**src/rtl/assert_macros.svh**
```systemverilog
// Assertion macros shared by the resource name hash RTL.
`ifndef ASSERT_MACROS_SVH
`define ASSERT_MACROS_SVH

// Same-cycle implication, checked outside of reset.
`define RNH_ASSERT_NOW(lbl, ante, cons, msg) \
  lbl: assert property (@(posedge clk) disable iff (!rst_n) (ante) |-> (cons)) \
    else $error(msg);

// Next-cycle implication, checked outside of reset.
`define RNH_ASSERT_NEXT(lbl, ante, cons, msg) \
  lbl: assert property (@(posedge clk) disable iff (!rst_n) (ante) |=> (cons)) \
    else $error(msg);

`endif

```
**src/rtl/rnh_pkg.sv**
```systemverilog
// Package with constants, codes and control structs of the resource name hash.
`timescale 1ns / 1ps
package rnh_pkg;

  localparam int unsigned MAX_WORDS   = 64;
  localparam int unsigned WORD_CNT_W  = $clog2(MAX_WORDS + 1);

  localparam logic [31:0] ROTOR_INIT  = 32'hF4FA8928;
  localparam logic [31:0] LANE_A_INIT = 32'h37A8470E;
  localparam logic [31:0] LANE_B_INIT = 32'h7758B42B;
  localparam logic [31:0] TAIL_WORD0  = 32'h9BE74448;
  localparam logic [31:0] TAIL_WORD1  = 32'h66F42C48;
  localparam logic [31:0] SALT        = 32'h267B0B11;
  localparam logic [31:0] SET_A       = 32'h02040801;
  localparam logic [31:0] KEEP_A      = 32'hBFEF7FDF;
  localparam logic [31:0] SET_B       = 32'h00804021;
  localparam logic [31:0] KEEP_B      = 32'h7DFEFBFF;

  localparam logic KIND_WORD = 1'b0;
  localparam logic KIND_END  = 1'b1;

  // Which word a mixing round uses.
  typedef enum logic [1:0] {
    RND_WORD  = 2'd0,
    RND_TAIL0 = 2'd1,
    RND_TAIL1 = 2'd2
  } round_t;

  typedef struct packed {
    logic   load_word;
    logic   count;
    logic   close;
    logic   step_a;
    logic   step_b;
    logic   step_fold;
    logic   emit;
    round_t rnd;
  } cmd_t;

  typedef struct packed {
    logic closed;
    logic full;
    logic word_zero;
  } status_t;

endpackage

```
**src/rtl/rnh_intf.sv**
```systemverilog
// Request and result channel interfaces of the resource name hash.
`timescale 1ns / 1ps
interface rnh_req_if;
  logic        valid;
  logic        ready;
  logic        kind;
  logic [31:0] word;

  modport source (output valid, output kind, output word, input ready);
  modport sink (input valid, input kind, input word, output ready);
endinterface

interface rnh_res_if;
  logic        valid;
  logic        ready;
  logic [31:0] hash;

  modport source (output valid, output hash, input ready);
  modport sink (input valid, input hash, output ready);
endinterface

```
**src/rtl/resource_name_hash.sv**
```systemverilog
// Top level of the resource name hash: controller, datapath and channel ports.
//
//   channel   direction  payload           handshake
//   in_req    sink       kind[0], word[31:0]  valid / ready
//   out_res   source     hash[31:0]        valid / ready
//
// A word request is accepted and then runs three round steps
// (multiply lane A, fold A and multiply lane B, fold B) on one shared 32x32 multiplier.
// An end request runs two tail rounds of three steps and one emit step.
// A zero word, a word after the name closed, or a word past the limit is taken without a round.
// The hash sits in an output register; a stalled result holds only the next end request.
// Reset is synchronous and active low and restores the initial hash state.
`timescale 1ns / 1ps
module resource_name_hash (
  input  logic        clk,
  input  logic        rst_n,
  rnh_req_if.sink     in_req,
  rnh_res_if.source   out_res
);

  rnh_pkg::cmd_t    cmd;
  rnh_pkg::status_t status;

  rnh_ctrl u_ctrl (
    .clk       (clk),
    .rst_n     (rst_n),
    .in_valid  (in_req.valid),
    .in_kind   (in_req.kind),
    .in_ready  (in_req.ready),
    .out_ready (out_res.ready),
    .out_valid (out_res.valid),
    .status    (status),
    .cmd       (cmd)
  );

  rnh_dp u_dp (
    .clk     (clk),
    .rst_n   (rst_n),
    .in_word (in_req.word),
    .cmd     (cmd),
    .status  (status),
    .hash    (out_res.hash)
  );

endmodule

```
**src/rtl/rnh_ctrl.sv**
```systemverilog
// Controller state machine of the resource name hash.
`timescale 1ns / 1ps
`include "assert_macros.svh"
module rnh_ctrl (
  input  logic            clk,
  input  logic            rst_n,
  input  logic            in_valid,
  input  logic            in_kind,
  output logic            in_ready,
  input  logic            out_ready,
  output logic            out_valid,
  input  rnh_pkg::status_t status,
  output rnh_pkg::cmd_t   cmd
);

  typedef enum logic [4:0] {
    ST_IDLE   = 5'b00001,
    ST_MUL_A  = 5'b00010,
    ST_MUL_B  = 5'b00100,
    ST_FOLD_B = 5'b01000,
    ST_EMIT   = 5'b10000
  } state_t;

  state_t          state_r, state_nxt;
  rnh_pkg::round_t rnd_r, rnd_nxt;
  logic            out_valid_r, out_valid_nxt;

  assign in_ready  = (state_r == ST_IDLE);
  assign out_valid = out_valid_r;

  always_comb begin
    cmd           = '0;
    cmd.rnd       = rnd_r;
    state_nxt     = state_r;
    rnd_nxt       = rnd_r;
    out_valid_nxt = out_valid_r && !out_ready;
    unique case (state_r)
      ST_IDLE: begin
        if (in_valid) begin
          if (in_kind == rnh_pkg::KIND_END) begin
            rnd_nxt   = rnh_pkg::RND_TAIL0;
            state_nxt = ST_MUL_A;
          end else if (!(status.closed || status.full)) begin
            if (status.word_zero) begin
              cmd.close = 1'b1;
            end else begin
              cmd.load_word = 1'b1;
              cmd.count     = 1'b1;
              rnd_nxt       = rnh_pkg::RND_WORD;
              state_nxt     = ST_MUL_A;
            end
          end
        end
      end
      ST_MUL_A: begin
        cmd.step_a = 1'b1;
        state_nxt  = ST_MUL_B;
      end
      ST_MUL_B: begin
        cmd.step_b = 1'b1;
        state_nxt  = ST_FOLD_B;
      end
      ST_FOLD_B: begin
        cmd.step_fold = 1'b1;
        unique case (rnd_r)
          rnh_pkg::RND_TAIL0: begin
            rnd_nxt   = rnh_pkg::RND_TAIL1;
            state_nxt = ST_MUL_A;
          end
          rnh_pkg::RND_TAIL1: state_nxt = ST_EMIT;
          default:            state_nxt = ST_IDLE;
        endcase
      end
      ST_EMIT: begin
        // The hash waits here until the output register is free.
        if (!out_valid_r || out_ready) begin
          cmd.emit      = 1'b1;
          out_valid_nxt = 1'b1;
          state_nxt     = ST_IDLE;
        end
      end
      default: state_nxt = ST_IDLE;
    endcase
  end

  always_ff @(posedge clk) begin
    if (!rst_n) begin
      state_r     <= ST_IDLE;
      rnd_r       <= rnh_pkg::RND_WORD;
      out_valid_r <= 1'b0;
    end else begin
      state_r     <= state_nxt;
      rnd_r       <= rnd_nxt;
      out_valid_r <= out_valid_nxt;
    end
  end

  `RNH_ASSERT_NEXT(a_round_order, state_r == ST_MUL_A, state_r == ST_MUL_B, "round out of order")
  `RNH_ASSERT_NEXT(a_tail_emit, (state_r == ST_FOLD_B) && (rnd_r == rnh_pkg::RND_TAIL1), state_r == ST_EMIT, "last tail round did not lead to emit")
  `RNH_ASSERT_NEXT(a_emit_valid, cmd.emit, out_valid_r, "emitted hash not presented")

endmodule

```
**src/rtl/rnh_dp.sv**
```systemverilog
// Datapath of the resource name hash: state registers, shared multiplier and folds.
`timescale 1ns / 1ps
`include "assert_macros.svh"
module rnh_dp (
  input  logic             clk,
  input  logic             rst_n,
  input  logic [31:0]      in_word,
  input  rnh_pkg::cmd_t    cmd,
  output rnh_pkg::status_t status,
  output logic [31:0]      hash
);

  logic [31:0] rotor_r, lane_a_r, lane_b_r;
  logic [rnh_pkg::WORD_CNT_W-1:0] words_r;
  logic        closed_r;
  logic [31:0] word_r, c_r, mb_r, hash_r;
  logic [63:0] prod_r;

  logic [31:0] rot_w, b_w, w_sel, a_w, c_w, ma_w, mb_w, mul_x, mul_y;
  logic [63:0] prod_w;

  function automatic logic [31:0] fold_a(input logic [63:0] p);
    logic [32:0] t;
    t = {1'b0, p[31:0]} + {1'b0, p[63:32]} + {32'd0, (p[63:32] != 32'd0)};
    return t[31:0] + {31'd0, t[32]};
  endfunction

  function automatic logic [31:0] fold_b(input logic [63:0] p);
    logic [32:0] t;
    t = {1'b0, p[31:0]} + {1'b0, p[62:32], 1'b0} + {32'd0, p[63]};
    return t[31:0] + (t[32] ? 32'd2 : 32'd0);
  endfunction

  assign status.closed    = closed_r;
  assign status.full      = (words_r >= rnh_pkg::WORD_CNT_W'(rnh_pkg::MAX_WORDS));
  assign status.word_zero = (in_word == 32'd0);
  assign hash             = hash_r;

  always_comb begin
    rot_w = {rotor_r[30:0], rotor_r[31]};
    b_w   = rot_w ^ rnh_pkg::SALT;
    unique case (cmd.rnd)
      rnh_pkg::RND_TAIL0: w_sel = rnh_pkg::TAIL_WORD0;
      rnh_pkg::RND_TAIL1: w_sel = rnh_pkg::TAIL_WORD1;
      default:            w_sel = word_r;
    endcase
    a_w   = lane_a_r ^ w_sel;
    c_w   = lane_b_r ^ w_sel;
    ma_w  = ((b_w + c_w) | rnh_pkg::SET_A) & rnh_pkg::KEEP_A;
    mb_w  = ((b_w + a_w) | rnh_pkg::SET_B) & rnh_pkg::KEEP_B;
    // One multiplier serves lane A in the first step and lane B in the second.
    mul_x = cmd.step_a ? a_w : c_r;
    mul_y = cmd.step_a ? ma_w : mb_r;
  end

  assign prod_w = {32'd0, mul_x} * {32'd0, mul_y};

  always_ff @(posedge clk) begin
    if (!rst_n) begin
      rotor_r  <= rnh_pkg::ROTOR_INIT;
      lane_a_r <= rnh_pkg::LANE_A_INIT;
      lane_b_r <= rnh_pkg::LANE_B_INIT;
      words_r  <= '0;
      closed_r <= 1'b0;
    end else if (cmd.emit) begin
      rotor_r  <= rnh_pkg::ROTOR_INIT;
      lane_a_r <= rnh_pkg::LANE_A_INIT;
      lane_b_r <= rnh_pkg::LANE_B_INIT;
      words_r  <= '0;
      closed_r <= 1'b0;
    end else begin
      if (cmd.close) begin
        closed_r <= 1'b1;
      end
      if (cmd.count) begin
        words_r <= words_r + rnh_pkg::WORD_CNT_W'(1);
      end
      if (cmd.step_a) begin
        rotor_r <= rot_w;
      end
      if (cmd.step_b) begin
        lane_a_r <= fold_a(prod_r);
      end
      if (cmd.step_fold) begin
        lane_b_r <= fold_b(prod_r);
      end
    end
  end

  always_ff @(posedge clk) begin
    if (cmd.load_word) begin
      word_r <= in_word;
    end
    if (cmd.step_a) begin
      c_r  <= c_w;
      mb_r <= mb_w;
    end
    if (cmd.step_a || cmd.step_b) begin
      prod_r <= prod_w;
    end
    if (cmd.emit) begin
      hash_r <= lane_a_r ^ lane_b_r;
    end
  end

  `RNH_ASSERT_NEXT(a_emit_restores, cmd.emit,
    (lane_a_r == rnh_pkg::LANE_A_INIT) && (words_r == '0) && !closed_r,
    "state not restored after hash")
  `RNH_ASSERT_NEXT(a_count_step, cmd.count && !cmd.emit,
    words_r == $past(words_r) + rnh_pkg::WORD_CNT_W'(1),
    "word count did not advance")
  `RNH_ASSERT_NOW(a_count_bound, 1'b1,
    words_r <= rnh_pkg::WORD_CNT_W'(rnh_pkg::MAX_WORDS),
    "word count beyond limit")

endmodule

```
**src/flat_wrapper.sv**
```systemverilog
// flat-port wrapper written by rule: the top's interface ports become plain ports
module resource_name_hash_flat 
  (clk, rst_n, in_req_valid, in_req_kind, in_req_word, in_req_ready, out_res_valid, out_res_hash, out_res_ready);
  rnh_req_if in_req_i ();
  rnh_res_if out_res_i ();
  input  logic clk;
  input  logic rst_n;
  input wire logic [$bits(in_req_i.valid)-1:0] in_req_valid;
  input wire logic [$bits(in_req_i.kind)-1:0] in_req_kind;
  input wire logic [$bits(in_req_i.word)-1:0] in_req_word;
  output wire logic [$bits(in_req_i.ready)-1:0] in_req_ready;
  output wire logic [$bits(out_res_i.valid)-1:0] out_res_valid;
  output wire logic [$bits(out_res_i.hash)-1:0] out_res_hash;
  input wire logic [$bits(out_res_i.ready)-1:0] out_res_ready;
  assign in_req_i.valid = in_req_valid;
  assign in_req_i.kind = in_req_kind;
  assign in_req_i.word = in_req_word;
  assign in_req_ready = in_req_i.ready;
  assign out_res_valid = out_res_i.valid;
  assign out_res_hash = out_res_i.hash;
  assign out_res_i.ready = out_res_ready;
  resource_name_hash u_core (.clk(clk), .rst_n(rst_n), .in_req(in_req_i), .out_res(out_res_i));
endmodule
```
**config.mk**
```make
export PLATFORM = sky130hd
export DESIGN_NAME = resource_name_hash_flat
export DESIGN_NICKNAME = d
export VERILOG_FILES = /design/src/rtl/rnh_pkg.sv /design/src/rtl/rnh_intf.sv /design/src/rtl/resource_name_hash.sv /design/src/rtl/rnh_ctrl.sv /design/src/rtl/rnh_dp.sv /design/src/flat_wrapper.sv
export VERILOG_INCLUDE_DIRS = /design/src /design/src/rtl
export SDC_FILE = /design/constraint.sdc
export NUM_CORES = 2
export LEC_CHECK = 0
export ABC_AREA = 0
export BUFFER_PORTS_ARGS = -buffer_cell sky130_fd_sc_hd__buf_2
export CAP_MARGIN = 40
export CELL_PAD_IN_SITES_DETAIL_PLACEMENT = 0
export CELL_PAD_IN_SITES_GLOBAL_PLACEMENT = 2
export CORE_MARGIN = 1
export CORE_UTILIZATION = 46
export DETAILED_ROUTE_END_ITERATION = 12
export PLACE_DENSITY_LB_ADDON = 0.25
export SLEW_MARGIN = 20
export SYNTH_ARGS = -nofsm -noshare
export SYNTH_HDL_FRONTEND = slang
export SYNTH_SLANG_ARGS = --single-unit
```
**constraint.sdc**
```tcl
create_clock -name clk -period 27.8 [get_ports clk]
set_input_delay 8.34 -clock clk [delete_from_list [all_inputs] [get_ports clk]]
set_output_delay 8.34 -clock clk [all_outputs]
set_load 0.05 [all_outputs]
```
==> results.toml <==
[synth]
ys.flop_type = "edfxtp_1"
synth_cell_types = 112
syn-cell-area_mm2 = 0.05117
yosysMostFrequentCell = "inv_1"
synth_edf_count = 184
ys_ff_latch = 296
synthTopCellsByCount = "inv_1 (1,072), fa_1 (901), nand2_1 (736)"
synthAdderAreaFrac = 0.4483
yosysTopAreaCellShare = 0.3525
synth_xor_area_frac = 0.05306
synth-seq-area-share = 0.1518
ys_async_sr_fraction = 0
synth_area_leader_cell = "fa_1"
ys_warn_count = 0
synth_top_family_by_area = "adder cells"
synthMuxAreaShare = 0.002567
synth-compound-area-share = 0.1039
synthSimpleGateAreaFrac = 0.1409
syn_area_per_cell_um2 = 9.060
syn_nets = 6978
yosys-top-cells-area = "fa_1 (35%), edfxtp_1 (11%), ha_1 (9.6%)"
syn_inst = 5648

[clock_network]
cts_resized = 0
cts_tree = "yes"
clock-sinks = 296
cts-htree-levels = 2
clk_latency_ns = 0.58
cts_setup_buffers = 0
clkTransAtPathRegs_ns = 0.07
clk_path_buf_depth = 3
cts_root_buf = "clkbuf_16"
holdBufCountCts = 0
cts_buffers = 35

[global_routing]
overflow = 0
grtUsageTotal = 0.3504
grt_max_degree = 113
grt_pass1_wl_mm = 284.4
grt_pass1_vias = 42125
antenna_found_initial = 12

[worst_setup_path]
slowest_stage = "o31a_1"
arrival_ns = 13.14
crit_path_end_kind = "flop"
critPathMaxFanout = 35
cp_common_cell = "fa_1"
required_ns = 28.11
slowest_delay_ns = 0.60
startpoint_type = "flop"
critical_path_class = "reg2reg"

[detailed_routing]
avgViaCountPerCell = 5.676
drc = 0
final_antenna_net_count = 0
vias = 40462
wl_mm = 193.7
wl_per_cell_um = 27.18
first_pass_iters = 5
drt_iter0_drc = 3475

[placed_design]
place_hpwl_mm = 158.4
gp_congestion = 0.9819
io_buffers = 70

[final_layout]
area_delta_synth_final_pct = 6.915
num_antenna_cells = 0
fin_nets = 6956
multi_input_area_mm2 = 0.03848
fillers = 10767
seqCellArea_mm2 = 0.007767
drive_above_1_share = 0.05749

[timing]
worst_pin_slew_ns = 0.9992
rsz0062_at_grt = "false"
post-route-period-util = 0.4614
fmax_mhz = 77.96
fin_crit_ns = 12.83
finalSetupTns_ns = 0
relSlewSlack = 0.3233
hold_viol = 0
finClkSkew_ns = 0.02792
setup_viol = 0
slew_violations = 0

[floorplan]
io_pins = 71
core_area_mm2 = 0.1096
die_y_um = 335.5
start_util = 0.4669
die_area_mm2 = 0.1126
row_count = 121
die_x_um = 335.5

[job]
cap_viol_max_count = 0

[run_status]
status = "completed"

[worst_hold_path]
hp-class = "reg2reg"
-- cells by family after synthesis --
kind of cell,Yosys count
buffers and inverters,1330
adder cells (fa/ha/maj),1293
multiplexers,13
AND/OR/NAND/NOR,1622
AO/OA/AOI/OAI,784
XOR/XNOR,310
flip-flops,296
-- layout by cell type, fill, tap and decap left out, types with 30 or more instances in the layout --
cell type	count
a22oi_1	68
nand3_1	82
and3_1	79
fa_1	901
nor3_1	49
nand2b_1	30
edfxtp_1	184
o21ai_0	82
nand2_1	734
nor2_1	438
inv_1	1071
o21bai_1	30
buf_2	72
xor2_1	107
and2_1	66
buf_4	95
a22o_1	31
clkbuf_16	35
ha_1	392
a21oi_1	219
a21o_1	96
xnor2_1	199
dfxtp_1	112
a211oi_1	41
o211ai_1	43
-- worst max-delay path, delay by kind of cell, from the launching register on --
kind,cells,cell delay [ns]
flops,1,0.35
compound gates,15,4.78
buf+inv,5,0.83
fa+ha+maj,11,4.83
simple gates,7,1.38
xor+xnor,2,0.35
-- registers in the layout, indices dropped and copies added, names as in the netlist --
register	flops
u_core.u_dp.lane_a_r	32
u_core.u_dp.words_r	7
u_core.u_ctrl.out_valid	1
u_core.u_dp.closed_r	1
u_core.u_dp.word_r	32
u_core.u_dp.prod_r	64
u_core.u_ctrl.rnd_r	2
u_core.u_ctrl.state_r	5
u_core.u_dp.rotor_r	32
u_core.u_dp.hash	32
u_core.u_dp.lane_b_r	32
u_core.u_dp.c_r	32
u_core.u_dp.mb_r	24
-- per-layer routing --
metal  GRT usage  vias to the layer above  share of wire
li1            -                    17832              -
met1      0.4535                    20641           0.41
met2      0.5756                     1563           0.47
met3     0.05018                      422          0.066
met4      0.1702                        4          0.058
met5           0                        -        0.00012
-- worst paths after layout --
path	slack [ns]	endpoint	cells after the start	start
worst max-delay path	14.97	u_core.u_dp.prod_r[61]	40	u_core.u_ctrl.rnd_r[0]
worst min-delay path	0.46	u_core.u_dp.rotor_r[9]	2	u_core.u_dp.rotor_r[8]
worst max register to register	14.97	u_core.u_dp.prod_r[61]	40	u_core.u_ctrl.rnd_r[0]
worst min register to register	0.46	u_core.u_dp.rotor_r[9]	2	u_core.u_dp.rotor_r[8]
-- metrics by stage --
step | setup WS, ns | area, um^2 | instances | hold slack [ns] | utilization
3_3_place_gp | 14.89 | 53220 | 7041 | 0.4439 | 0.4856
2_1_floorplan | 16.68 | 51170 | 5648 | 0.4319 | -
6_report | 14.97 | 54710 | 7129 | 0.4583 | 0.4991
5_1_grt | 14.41 | 54710 | 7129 | 0.4787 | 0.4991
4_1_cts | 15.16 | 54680 | 7126 | 0.4573 | 0.4989
3_5_place_dp | 15.20 | 53530 | 7062 | 0.4500 | 0.4883
-- area by class of cell --
class,instances,area share
clock buffers,44,0.01717
clock inverters,20,0.003933
inverters,1085,0.07448
multi-input cells,4022,0.7033
flip-flops and latches,296,0.1420
well taps,1476,0.03375
repair buffers,186,0.02536
Power is left out: the tool's default activity adds up to more than one toggle a clock period on the data nets, which glitch-free logic cannot reach.
